--- src/rtl/psched_pkg.sv ---
// ----------------------------------------------------------------------------
// psched_pkg
// Types and constants shared by the periodic slot scheduler modules.
// ----------------------------------------------------------------------------
package psched_pkg;

  localparam int TICK_W      = 32;
  localparam int TASK_W      = 16;
  localparam int MAX_RESULTS = 8;

  typedef enum logic [1:0] {
    CMD_TICK  = 2'd0,
    CMD_REG   = 2'd1,
    CMD_UNREG = 2'd2,
    CMD_NONE  = 2'd3
  } cmd_t;

  typedef enum logic [2:0] {
    KIND_FIRED     = 3'd0,
    KIND_REG       = 3'd1,
    KIND_REG_FAIL  = 3'd2,
    KIND_UNREG     = 3'd3,
    KIND_NOT_FOUND = 3'd4
  } kind_t;

  typedef enum logic [2:0] {
    S_IDLE,
    S_READ,
    S_CHECK,
    S_DIV,
    S_FLUSH
  } state_t;

  typedef struct packed {
    logic [TASK_W-1:0] task_id;
    logic [TICK_W-1:0] period;
    logic [TICK_W-1:0] due;
  } slot_entry_t;

  typedef struct packed {
    kind_t             kind;
    logic [2:0]        slot;
    logic [TASK_W-1:0] task_id;
  } result_t;

  typedef struct packed {
    logic start;
    logic done;
  } div_ctl_t;

endpackage

--- src/rtl/psched_ram.sv ---
// ----------------------------------------------------------------------------
// psched_ram
// Generic single-write, single-read RAM with registered read data.
// ----------------------------------------------------------------------------
module psched_ram #(
  parameter int WIDTH = 80,
  parameter int DEPTH = 8
) (
  input  logic                                  clk,
  input  logic                                  wr_en,
  input  logic [(DEPTH > 1 ? $clog2(DEPTH) : 1)-1:0] wr_addr,
  input  logic [WIDTH-1:0]                      wr_data,
  input  logic                                  rd_en,
  input  logic [(DEPTH > 1 ? $clog2(DEPTH) : 1)-1:0] rd_addr,
  output logic [WIDTH-1:0]                      rd_data
);

  logic [WIDTH-1:0] mem [DEPTH];

  always_ff @(posedge clk) begin
    if (wr_en) begin
      mem[wr_addr] <= wr_data;
    end
    if (rd_en) begin
      rd_data <= mem[rd_addr];
    end
  end

endmodule

--- src/rtl/psched_div.sv ---
// ----------------------------------------------------------------------------
// psched_div
// Iterative restoring remainder unit, one dividend bit per cycle.
// ----------------------------------------------------------------------------
module psched_div
  import psched_pkg::*;
(
  input  logic              clk,
  input  logic              rst,
  input  logic              start,
  input  logic [TICK_W-1:0] dividend,
  input  logic [TICK_W-1:0] divisor,
  output logic              done,
  output logic [TICK_W-1:0] remainder
);

  localparam int CNT_W = $clog2(TICK_W + 1);

  logic              busy;
  logic [CNT_W-1:0]  cnt;
  logic [TICK_W-1:0] quo;
  logic [TICK_W-1:0] dvs;
  logic [TICK_W:0]   trial;
  logic              fits;

  assign trial = {remainder, quo[TICK_W-1]};
  assign fits  = trial >= {1'b0, dvs};

  always_ff @(posedge clk) begin
    if (rst) begin
      busy <= 1'b0;
      done <= 1'b0;
      cnt  <= '0;
    end else begin
      done <= 1'b0;
      if (start) begin
        busy <= 1'b1;
        cnt  <= '0;
      end else if (busy) begin
        cnt <= cnt + 1'b1;
        if (cnt == CNT_W'(TICK_W - 1)) begin
          busy <= 1'b0;
          done <= 1'b1;
        end
      end
    end
  end

  always_ff @(posedge clk) begin
    if (start) begin
      quo       <= dividend;
      dvs       <= divisor;
      remainder <= '0;
    end else if (busy) begin
      quo <= {quo[TICK_W-2:0], 1'b0};
      if (fits) begin
        remainder <= TICK_W'(trial - {1'b0, dvs});
      end else begin
        remainder <= trial[TICK_W-1:0];
      end
    end
  end

endmodule

--- src/rtl/periodic_slot_scheduler.sv ---
// ----------------------------------------------------------------------------
// periodic_slot_scheduler
// Slot table of periodic tasks driven by a wrapping 32-bit tick counter.
// ----------------------------------------------------------------------------
// One word is taken at a time. Slot data (task, period, due tick) live in a
// single RAM that is read one slot at a time, a read state then a check state
// per slot; used flags are flip-flops cleared at reset, so no clearing pass is
// needed. A tick or an unregister word walks the slots; a register word sets
// the due tick from phase mod period, found by the 32-step remainder unit.
// A stalled output holds the walk. Fired results of a tick go out in slot order,
// at most eight, with tlast on the final one; a tick with nothing due sends
// nothing.
module periodic_slot_scheduler
  import psched_pkg::*;
#(
  parameter int SLOTS = 8
) (
  input  logic        clk,
  input  logic        rst,
  input  logic        s_tvalid,
  output logic        s_tready,
  input  logic [79:0] s_tdata,   // task_id[15:0], period[47:16], phase[79:48]
  input  logic [1:0]  s_tuser,   // command[1:0]
  output logic        m_tvalid,
  input  logic        m_tready,
  output logic [55:0] m_tdata,   // slot_index[2:0], fired_task[18:3],
                                 // current_tick[50:19], zero
  output logic [2:0]  m_tuser,   // result_kind[2:0]
  output logic        m_tlast
);

  localparam int IW = SLOTS > 1 ? $clog2(SLOTS) : 1;
  localparam logic [IW-1:0] LAST_IDX = IW'(SLOTS - 1);
  localparam int FC_W = $clog2(MAX_RESULTS + 1);

  state_t state, state_next;

  logic [TICK_W-1:0] tick;
  logic [SLOTS-1:0]  used;
  logic [IW-1:0]     idx;
  logic [FC_W-1:0]   fired_cnt;
  cmd_t              cmd;
  logic [TASK_W-1:0] id_r;
  logic [TICK_W-1:0] per_r;
  result_t           pend;
  logic              pend_valid;

  logic              out_valid;
  result_t           out_res;
  logic [TICK_W-1:0] out_tick;
  logic              out_last;

  logic              accept;
  logic              out_free;
  cmd_t              in_cmd;
  logic [TASK_W-1:0] in_id;
  logic [TICK_W-1:0] in_per;
  logic [TICK_W-1:0] in_ph;
  logic [IW-1:0]     free_idx;
  logic              free_any;
  logic              reg_ok;

  slot_entry_t       rd_ent;
  slot_entry_t       wr_ent;
  logic              rd_en;
  logic              wr_en;
  logic              push;
  logic              push_last;
  logic              hit_tick;
  logic              hit_unreg;
  logic              can_emit;
  logic              stall;
  div_ctl_t          div_ctl;
  logic [TICK_W-1:0] rem;

  assign in_cmd = cmd_t'(s_tuser);
  assign in_id  = s_tdata[15:0];
  assign in_per = s_tdata[47:16];
  assign in_ph  = s_tdata[79:48];

  assign s_tready = state == S_IDLE;
  assign accept   = s_tvalid && s_tready;
  assign out_free = !out_valid || m_tready;

  always_comb begin
    free_idx = '0;
    for (int i = SLOTS - 1; i >= 0; i--) begin
      if (!used[i]) begin
        free_idx = IW'(i);
      end
    end
  end

  assign free_any = ~&used;
  assign reg_ok   = (in_id != '0) && (in_per != '0) && free_any;

  assign hit_tick  = used[idx] && (rd_ent.due == tick);
  assign hit_unreg = used[idx] && (rd_ent.task_id == id_r);
  assign can_emit  = fired_cnt < FC_W'(MAX_RESULTS);
  assign stall     = (cmd == CMD_TICK) && hit_tick && can_emit && pend_valid && !out_free;

  assign div_ctl.start = accept && (in_cmd == CMD_REG) && reg_ok;

  psched_div u_div (
    .clk       (clk),
    .rst       (rst),
    .start     (div_ctl.start),
    .dividend  (in_ph),
    .divisor   (in_per),
    .done      (div_ctl.done),
    .remainder (rem)
  );

  psched_ram #(
    .WIDTH ($bits(slot_entry_t)),
    .DEPTH (SLOTS)
  ) u_ram (
    .clk     (clk),
    .wr_en   (wr_en),
    .wr_addr (idx),
    .wr_data (wr_ent),
    .rd_en   (rd_en),
    .rd_addr (idx),
    .rd_data (rd_ent)
  );

  // next state
  always_comb begin
    state_next = state;
    case (state)
      S_IDLE: begin
        if (accept) begin
          case (in_cmd)
            CMD_TICK, CMD_UNREG: state_next = S_READ;
            CMD_REG:             state_next = reg_ok ? S_DIV : S_FLUSH;
            default:             state_next = S_IDLE;
          endcase
        end
      end
      S_READ: state_next = S_CHECK;
      S_CHECK: begin
        if (cmd == CMD_UNREG) begin
          if (hit_unreg || idx == LAST_IDX) begin
            state_next = S_FLUSH;
          end else begin
            state_next = S_READ;
          end
        end else if (!stall) begin
          state_next = (idx == LAST_IDX) ? S_FLUSH : S_READ;
        end
      end
      S_DIV: begin
        if (div_ctl.done) begin
          state_next = S_FLUSH;
        end
      end
      S_FLUSH: begin
        if (!pend_valid || out_free) begin
          state_next = S_IDLE;
        end
      end
      default: state_next = S_IDLE;
    endcase
  end

  // outputs of the sequencer
  always_comb begin
    rd_en     = 1'b0;
    wr_en     = 1'b0;
    wr_ent    = rd_ent;
    push      = 1'b0;
    push_last = 1'b0;
    case (state)
      S_READ: rd_en = 1'b1;
      S_CHECK: begin
        if (cmd == CMD_TICK && hit_tick && !stall) begin
          wr_en      = 1'b1;
          wr_ent.due = rd_ent.due + rd_ent.period;
          push       = can_emit && pend_valid;
        end
      end
      S_DIV: begin
        wr_en          = div_ctl.done;
        wr_ent.task_id = id_r;
        wr_ent.period  = per_r;
        wr_ent.due     = tick + rem + 1'b1;
      end
      S_FLUSH: begin
        push      = pend_valid && out_free;
        push_last = 1'b1;
      end
      default: ;
    endcase
  end

  always_ff @(posedge clk) begin
    if (rst) begin
      state      <= S_IDLE;
      tick       <= '0;
      used       <= '0;
      pend_valid <= 1'b0;
      out_valid  <= 1'b0;
      fired_cnt  <= '0;
    end else begin
      state     <= state_next;
      out_valid <= push || (out_valid && !m_tready);
      case (state)
        S_IDLE: begin
          if (accept) begin
            fired_cnt <= '0;
            if (in_cmd == CMD_TICK) begin
              tick <= tick + 1'b1;
            end
            if (in_cmd == CMD_REG && !reg_ok) begin
              pend_valid <= 1'b1;
            end
          end
        end
        S_CHECK: begin
          if (cmd == CMD_UNREG) begin
            if (hit_unreg) begin
              used[idx]  <= 1'b0;
              pend_valid <= 1'b1;
            end else if (idx == LAST_IDX) begin
              pend_valid <= 1'b1;
            end
          end else if (hit_tick && !stall && can_emit) begin
            pend_valid <= 1'b1;
            fired_cnt  <= fired_cnt + 1'b1;
          end
        end
        S_DIV: begin
          if (div_ctl.done) begin
            used[idx]  <= 1'b1;
            pend_valid <= 1'b1;
          end
        end
        S_FLUSH: begin
          if (out_free) begin
            pend_valid <= 1'b0;
          end
        end
        default: ;
      endcase
    end
  end

  // payload registers
  always_ff @(posedge clk) begin
    case (state)
      S_IDLE: begin
        if (accept) begin
          cmd   <= in_cmd;
          id_r  <= in_id;
          per_r <= in_per;
          idx   <= (in_cmd == CMD_REG) ? free_idx : '0;
          pend  <= '{kind: KIND_REG_FAIL, slot: 3'd0, task_id: '0};
        end
      end
      S_CHECK: begin
        if (cmd == CMD_UNREG) begin
          if (hit_unreg) begin
            pend <= '{kind: KIND_UNREG, slot: 3'(idx), task_id: id_r};
          end else if (idx == LAST_IDX) begin
            pend <= '{kind: KIND_NOT_FOUND, slot: 3'd0, task_id: '0};
          end else begin
            idx <= idx + 1'b1;
          end
        end else if (!stall) begin
          if (hit_tick && can_emit) begin
            pend <= '{kind: KIND_FIRED, slot: 3'(idx), task_id: rd_ent.task_id};
          end
          if (idx != LAST_IDX) begin
            idx <= idx + 1'b1;
          end
        end
      end
      S_DIV: begin
        if (div_ctl.done) begin
          pend <= '{kind: KIND_REG, slot: 3'(idx), task_id: id_r};
        end
      end
      default: ;
    endcase
    if (push) begin
      out_res  <= pend;
      out_tick <= tick;
      out_last <= push_last;
    end
  end

  assign m_tvalid = out_valid;
  assign m_tdata  = {5'b00000, out_tick, out_res.task_id, out_res.slot};
  assign m_tuser  = out_res.kind;
  assign m_tlast  = out_last;

endmodule

--- config.mk ---
export PLATFORM = sky130hd
export DESIGN_NAME = periodic_slot_scheduler
export DESIGN_NICKNAME = d
export VERILOG_FILES = /design/src/rtl/psched_pkg.sv /design/src/rtl/psched_ram.sv /design/src/rtl/psched_div.sv /design/src/rtl/periodic_slot_scheduler.sv
export SDC_FILE = /design/constraint.sdc
export NUM_CORES = 1
export LEC_CHECK = 0
export ABC_AREA = 1
export BUFFER_PORTS_ARGS = -buffer_cell sky130_fd_sc_hd__buf_2
export CAP_MARGIN = 0
export CORE_MARGIN = 10
export CORE_UTILIZATION = 40
export CTS_CLUSTER_DIAMETER = 30
export DETAILED_ROUTE_END_ITERATION = 8
export HOLD_SLACK_MARGIN = 0.15
export PLACE_DENSITY_LB_ADDON = 0.3
export SLEW_MARGIN = 40
export SYNTH_ARGS = -nofsm -noshare
export SYNTH_HDL_FRONTEND = slang
export SYNTH_SLANG_ARGS = --single-unit
--- constraint.sdc ---
create_clock -name clk -period 5.1 [get_ports clk]
set_input_delay 0.765 -clock clk [delete_from_list [all_inputs] [get_ports clk]]
set_output_delay 0.765 -clock clk [all_outputs]
set_load 0.01 [all_outputs]
## After elaboration in Yosys (flattened, before gate mapping)

Memory sizes are Yosys's and may differ from the RTL's. A register that Yosys moved wholly into a read port is not among the register bits.
Cells that the tools add are included.
Widths: inputs -> output; s select.

| cells by class | value |
|---|---|
| bitwise operators | 4 |
| magnitude comparators | 4 |
| equality and inequality tests | 28 |
| reductions and logical operators | 53 |
| multiplexer cells | 73 |
| $add $sub $neg | 8 |

Operators with widths:

| operator | count |
|---|---|
| $mux 22 | 7 |
| $mux 32 | 4 |
| $mux 3 | 23 |
| $pmux 22 s3 | 1 |
| $add 32x1->32 const B | 2 |
| $add 32x32->32 | 2 |
| $pmux 32 s2 | 1 |
| $mux 48 | 1 |
| $ge 33x32->1 | 1 |
| $eq 32x32->1 | 1 |
| $reduce_bool 32->1 | 1 |
| $sub 32x32->32 | 1 |
| $mux 8 | 3 |
| $ne 3x3->1 const B | 7 |
| $logic_and 1x1->1 | 20 |
| $mux 1 | 20 |
| $eq 16x16->1 | 1 |
| $pmux 8 s2 | 1 |
| $reduce_bool 16->1 | 1 |
| $pmux 3 s5 | 1 |
| $mux 4 | 3 |
| $ne 2x2->1 const B | 6 |
| $pmux 3 s2 | 2 |
| $reduce_and 4->1 | 3 |
| 37 further kinds | 57 |

| word-level totals | value |
|---|---|
| output and inout bits | 62 |
| memories | 1 |
| RAM bits | 640 |
| input port bits | 86 |
| register bits after elaboration | 283 |
| word-level logic and storage cells | 195 |

Memory list:

| memory | words | bits a word | rd ports | clocked after Yosys merged registers in | wr ports | line | text |
|---|---|---|---|---|---|---|---|
| u_ram.mem | 8 | 80 | 1 | 1 | 1 | psched_ram.sv:18 | `logic [WIDTH-1:0] mem [DEPTH];` |

## Longest topological paths before layout

| depth | value |
|---|---|
| depth after elaboration | 13 |
| gate-level depth with buffers | 16 |
| gate-level depth less buffers | 16 |

## Modules after synthesis

A second synthesis with hierarchy kept.

| second synthesis, totals | value |
|---|---|
| cells, all modules | 5767 |
| area, all modules | 50498.4 µm² |

Modules (own cells, without submodules):

| module | seq. area each (µm²) | times used | area an instance (µm²) | cells an instance |
|---|---|---|---|---|
| psched_ram | 21620.7 | 1 | 30312.8 | 2863 |
| periodic_slot_scheduler | 4884.7 | 1 | 13457.9 | 1936 |
| psched_div | 2722.6 | 1 | 6727.7 | 968 |

## Least setup slack after synthesis

No wires, ideal clock.

| timing path | value |
|---|---|
| path type | register -> register |
| start | register u_ram.rd_data[18], read port of u_ram.mem |
| end | memory u_ram.mem[0][0] (enable) |
| clock period less this slack | 5354 ps |
| setup time | 519 ps |
| required time | 4581 ps |
| stages on the path, launching flop included | 14 |
| buffers on the path | 0 |
| path slack | -254 ps |
| arrival | 4835 ps |
| path through | edfxtp_1 > inv_1 > nand2_1 > nand2_1 > nand3_1 > nor2_1 > nand2_1 > nor2_2 > nand3_4 > nor2_4 > nand2_4 > nor2_4 > a21oi_2 > nor2_1 |

| between the ends | value |
|---|---|
| longest elaborated chain between the ends | 12 |

Ends and longest elaborated chain:

| element | line | text |
|---|---|---|
| start, declared | psched_ram.sv:15 | `output logic [WIDTH-1:0] rd_data` |
| $eq 32x32->1 (*) | periodic_slot_scheduler.sv:97 | `assign hit_tick = used[idx] && (rd_ent.due == tick);` |
| $logic_and 1x1->1 (*) | periodic_slot_scheduler.sv:97 |  |
| $logic_and 1x1->1 (*) | periodic_slot_scheduler.sv:100, periodic_slot_scheduler.sv:176 |  |
| $logic_and 1x1->1 (3 in series) | periodic_slot_scheduler.sv:100 | `assign stall = (cmd == CMD_TICK) && hit_tick && can_emit && pend_valid && !out_free;` |
| $logic_not 1->1 | - |  |
| $logic_and 1x1->1 (*) | periodic_slot_scheduler.sv:176 | `if (cmd == CMD_TICK && hit_tick && !stall) begin` |
| $mux 1 (*) | periodic_slot_scheduler.sv:176 |  |
| $pmux 1 s2 (*) | periodic_slot_scheduler.sv:173 | `case (state)` |
| $mux 1 (*) | psched_ram.sv:21 | `if (wr_en) begin` |
| $mux 1 (implied by the code) (*) | psched_ram.sv:22 | `mem[wr_addr] <= wr_data;` |
| end, declared | psched_ram.sv:18 |  |

Every way passes the cells marked *; elsewhere a longest branch is shown, timed or not.

## Final worst setup path

| timing path | value |
|---|---|
| start | register u_div.remainder[2] |
| end | memory u_ram.mem[1][29] (data pin) |

| between the ends | value |
|---|---|
| longest elaborated chain between the ends | 3 |

Ends and longest elaborated chain:

| element | line | text |
|---|---|---|
| start, declared | psched_div.sv:14 | `output logic [TICK_W-1:0] remainder` |
| start signal, assigned | psched_div.sv:57 | `remainder <= TICK_W'(trial - {1'b0, dvs});` |
| start signal, assigned | psched_div.sv:59 | `remainder <= trial[TICK_W-1:0];` |
| $add 32x32->32 | periodic_slot_scheduler.sv:186 | `wr_ent.due = tick + rem + 1'b1;` |
| $add 32x1->32 | periodic_slot_scheduler.sv:186 |  |
| $pmux 32 s2 | periodic_slot_scheduler.sv:173 |  |
| via u_ram.wr_data[29] | psched_ram.sv:12 | `input logic [WIDTH-1:0] wr_data,` |

The timed path passes the listed nets, and every way through them passes these cells.

==> results.yml <==
detailed_routing:
  routed_wl_mm: 146.1
  first_pass_iters: 5
  routedWlPerCell_um: 24.07
  drc_errors: 0
  antenna_left: 0
  viasPerCell: 5.497
  vias: 33360
  drt_iter0_markers: 3620
sta:
  fmax_mhz: 256.7
  rsz0062_at_grt: "no"
  tightest_slew_ps: 847.5
  finClkSkew_ps: 86.26
  max-slew-margin-rel: 0.4290
  finalSetupViolCount: 0
  fin_crit_ps: 3896
  hold_viol_final: 0
  drv_slew: 0
  finalCritPeriodShare: 0.7638
synth:
  yosysSeqAreaShare: 0.6489
  synth_cell_types: 57
  synth_edf_count: 914
  synthArstFlopShare: 0
  yosys_warnings: 0
  netlist_area_sq_mm: 0.04505
  synth-seq-cells: 1003
  syn_area_per_cell_sq_um: 10.99
  synth_flop_cell: "edfxtp_1"
  synth_cells: 4097
floorplanning:
  start_util: 0.4015
  boundaryPins: 148
  die-area_sq_mm: 0.1264
  core_area_sq_mm: 0.1122
  die_y_um: 355.6
  die_w_um: 355.6
  fp-row-count: 123
cts:
  post-cts-setup-buffers: 0
  cts_max_path_buffers: 3
  cts.sinks: 1003
  cts_htree_levels: 4
  clk_pin_slew_ps: 60
  root_buffer: "clkbuf_16"
  numCtsBuffers: 197
  clock_latency_ps: 820
  tritoncts: "built"
global_routing:
  grt_use_met3: 0.04104
  busiest_layer: "met2"
  grtUsageTotal: 0.2250
  grt-ovfl-total: 0
  grt_max_degree: 96
  grt_pass1_vias: 31960
  grt_pass1_wl_mm: 213.7
  grt_util_met1: 0.3161
  grt_antenna_before_repair: 1
  use_met2: 0.3522
finish:
  layout-drive-gt1-share: 0.1384
  fillers: 9854
  nNetsFinal: 4583
  final_common_cell: "nand2_1"
  final_util: 0.4897
  most-common-layout-cells: "nand2_1, edfxtp_1, inv_1"
  syn2layout_area_growth_pct: 21.96
setup_path:
  cpPeakStageDelay_ps: 650
  criticalPathCategory: "flip-flop to flip-flop"
  r2r_cells: 9
  arrival_ps: 4280
  cp_common_cell: "nand3_1"
  critPathMaxFanout: 8
  cp.required_ps: 5480
  r2r_slack_ps: 1200
  slowest_stage: "o21ai_0"
  end_kind: "flip-flop"
  startpoint_type: "flip-flop"
  cp_cell_sequence: "ha_1 > a21oi_1 > o21ai_2 > a21boi_0 > o21ai_1 > nand3_1 > nand2_1 > o21ai_0 > nand3_1"
power:
  power_density_mw_per_mm2: 583.9
  peakVddDrop_mv: 0.3443
  power.total_mw: 32.08
  p_leak_nw: 20.36
placed_design:
  port_buffers: 142
  place_congestion: 0.9264
  dp.final_hpwl_mm: 99.65
min_path:
  hold_depth: 1
  hold_class: "primary input to flip-flop"
run_status:
  run_status: "finished clean"
job:
  drv_cap: 0
-- cell type report --
class,instances,area [sq um],area share
Tap cell,1500,1877,0.03416
Inverter,349,1310,0.02385
Clock buffer,223,5091,0.09267
Clock inverter,149,1769,0.03220
Multi-Input combinational cell,2617,14030,0.2553
Timing Repair Buffer,227,1632,0.02970
Sequential cell,1003,29230,0.5320
Antenna cell,1,2.502,0.00004555
-- Yosys cell counts (68+ instances only) --
cell | n | area share
a21oi_1 | 205 | 0.023
a221oi_1 | 68 | 0.013
a22oi_1 | 105 | 0.017
dfxtp_1 | 89 | 0.040
edfxtp_1 | 914 | 0.61
ha_1 | 99 | 0.027
inv_1 | 327 | 0.027
nand2_1 | 990 | 0.082
nand3_1 | 199 | 0.022
nand4_1 | 115 | 0.016
nor2_1 | 294 | 0.024
o21ai_0 | 159 | 0.018
-- path summary, 6_finish.rpt --
path	startpoint	endpoint
max	u_div.remainder[2]	u_ram.mem[1][29]
max reg2reg	u_div.remainder[2]	u_ram.mem[1][29]
min reg2reg	pend[1]	m_tdata[4]
min	s_tdata[20]	u_div.dvs[4]
-- power breakdown --
part           leakage (nW)  internal, mW  switching, mW
clock network          3.25          8.39           4.58
logic                  8.04          2.02           5.51
registers              9.06          10.9          0.672
total                  20.4          21.3           10.8
-- per-stage QoR --
step | worst slack [ps] | cells | hold WS [ps] | setup TNS [ps] | cell area [sq um]
2_1_floorplan | -253.8 | 4101 | 400.3 | -162450 | 45060
3_3_place_gp | 1279 | 5664 | 406.1 | 0 | 47710
3_5_place_dp | 1417 | 5668 | 404.5 | 0 | 47790
4_1_cts | 1444 | 6068 | 150.1 | 0 | 54930
5_1_grt | 1233 | 6068 | 160.9 | 0 | 54930
6_report | 1204 | 6069 | 196.9 | 0 | 54940
-- metal layers --
metal / share of wire / vias to the layer above
met1: 0.44 / 16400
met2: 0.46 / 1454
li1: - / 15310
met4: 0.026 / 0
met3: 0.078 / 204
met5: 0 / -
-- critical path: cells and delay by family, from the launching register on --
| kind | cells | cell delay (ps) |
|---|---|---|
| simple gates | 3 | 750 |
| flops | 1 | 610 |
| fa+ha+maj | 1 | 380 |
| compound gates | 5 | 1750 |
-- cells by family (layout without fill, tap and decap cells) --
group,after synthesis,in the layout,synth area share
compound gates,720,720,0.1006
xor+xnor,77,77,0.01497
fa+ha+maj,102,102,0.02883
buf+inv,481,948,0.04289
flops,1003,1003,0.6489
other cells,1,6,0.00008325
simple gates,1713,1713,0.1638
-- flip-flops by register name (all words and copies together) (netlist names), 19 cells and up, named ones only --
signal / flops
m_tdata: 19
per_r: 32
u_ram.mem: 640
u_ram.rd_data: 80
u_div.dvs: 32
pend: 22
u_div.remainder: 32
tick: 32
out_tick: 32
u_div.quo: 32
-- repair_timing --
item,CTS,global route
endpoints found under the hold margin,39,0
hold buffers,28,0
gates resized for setup,0,0
Note: power is estimated with default switching activity, not from simulation.
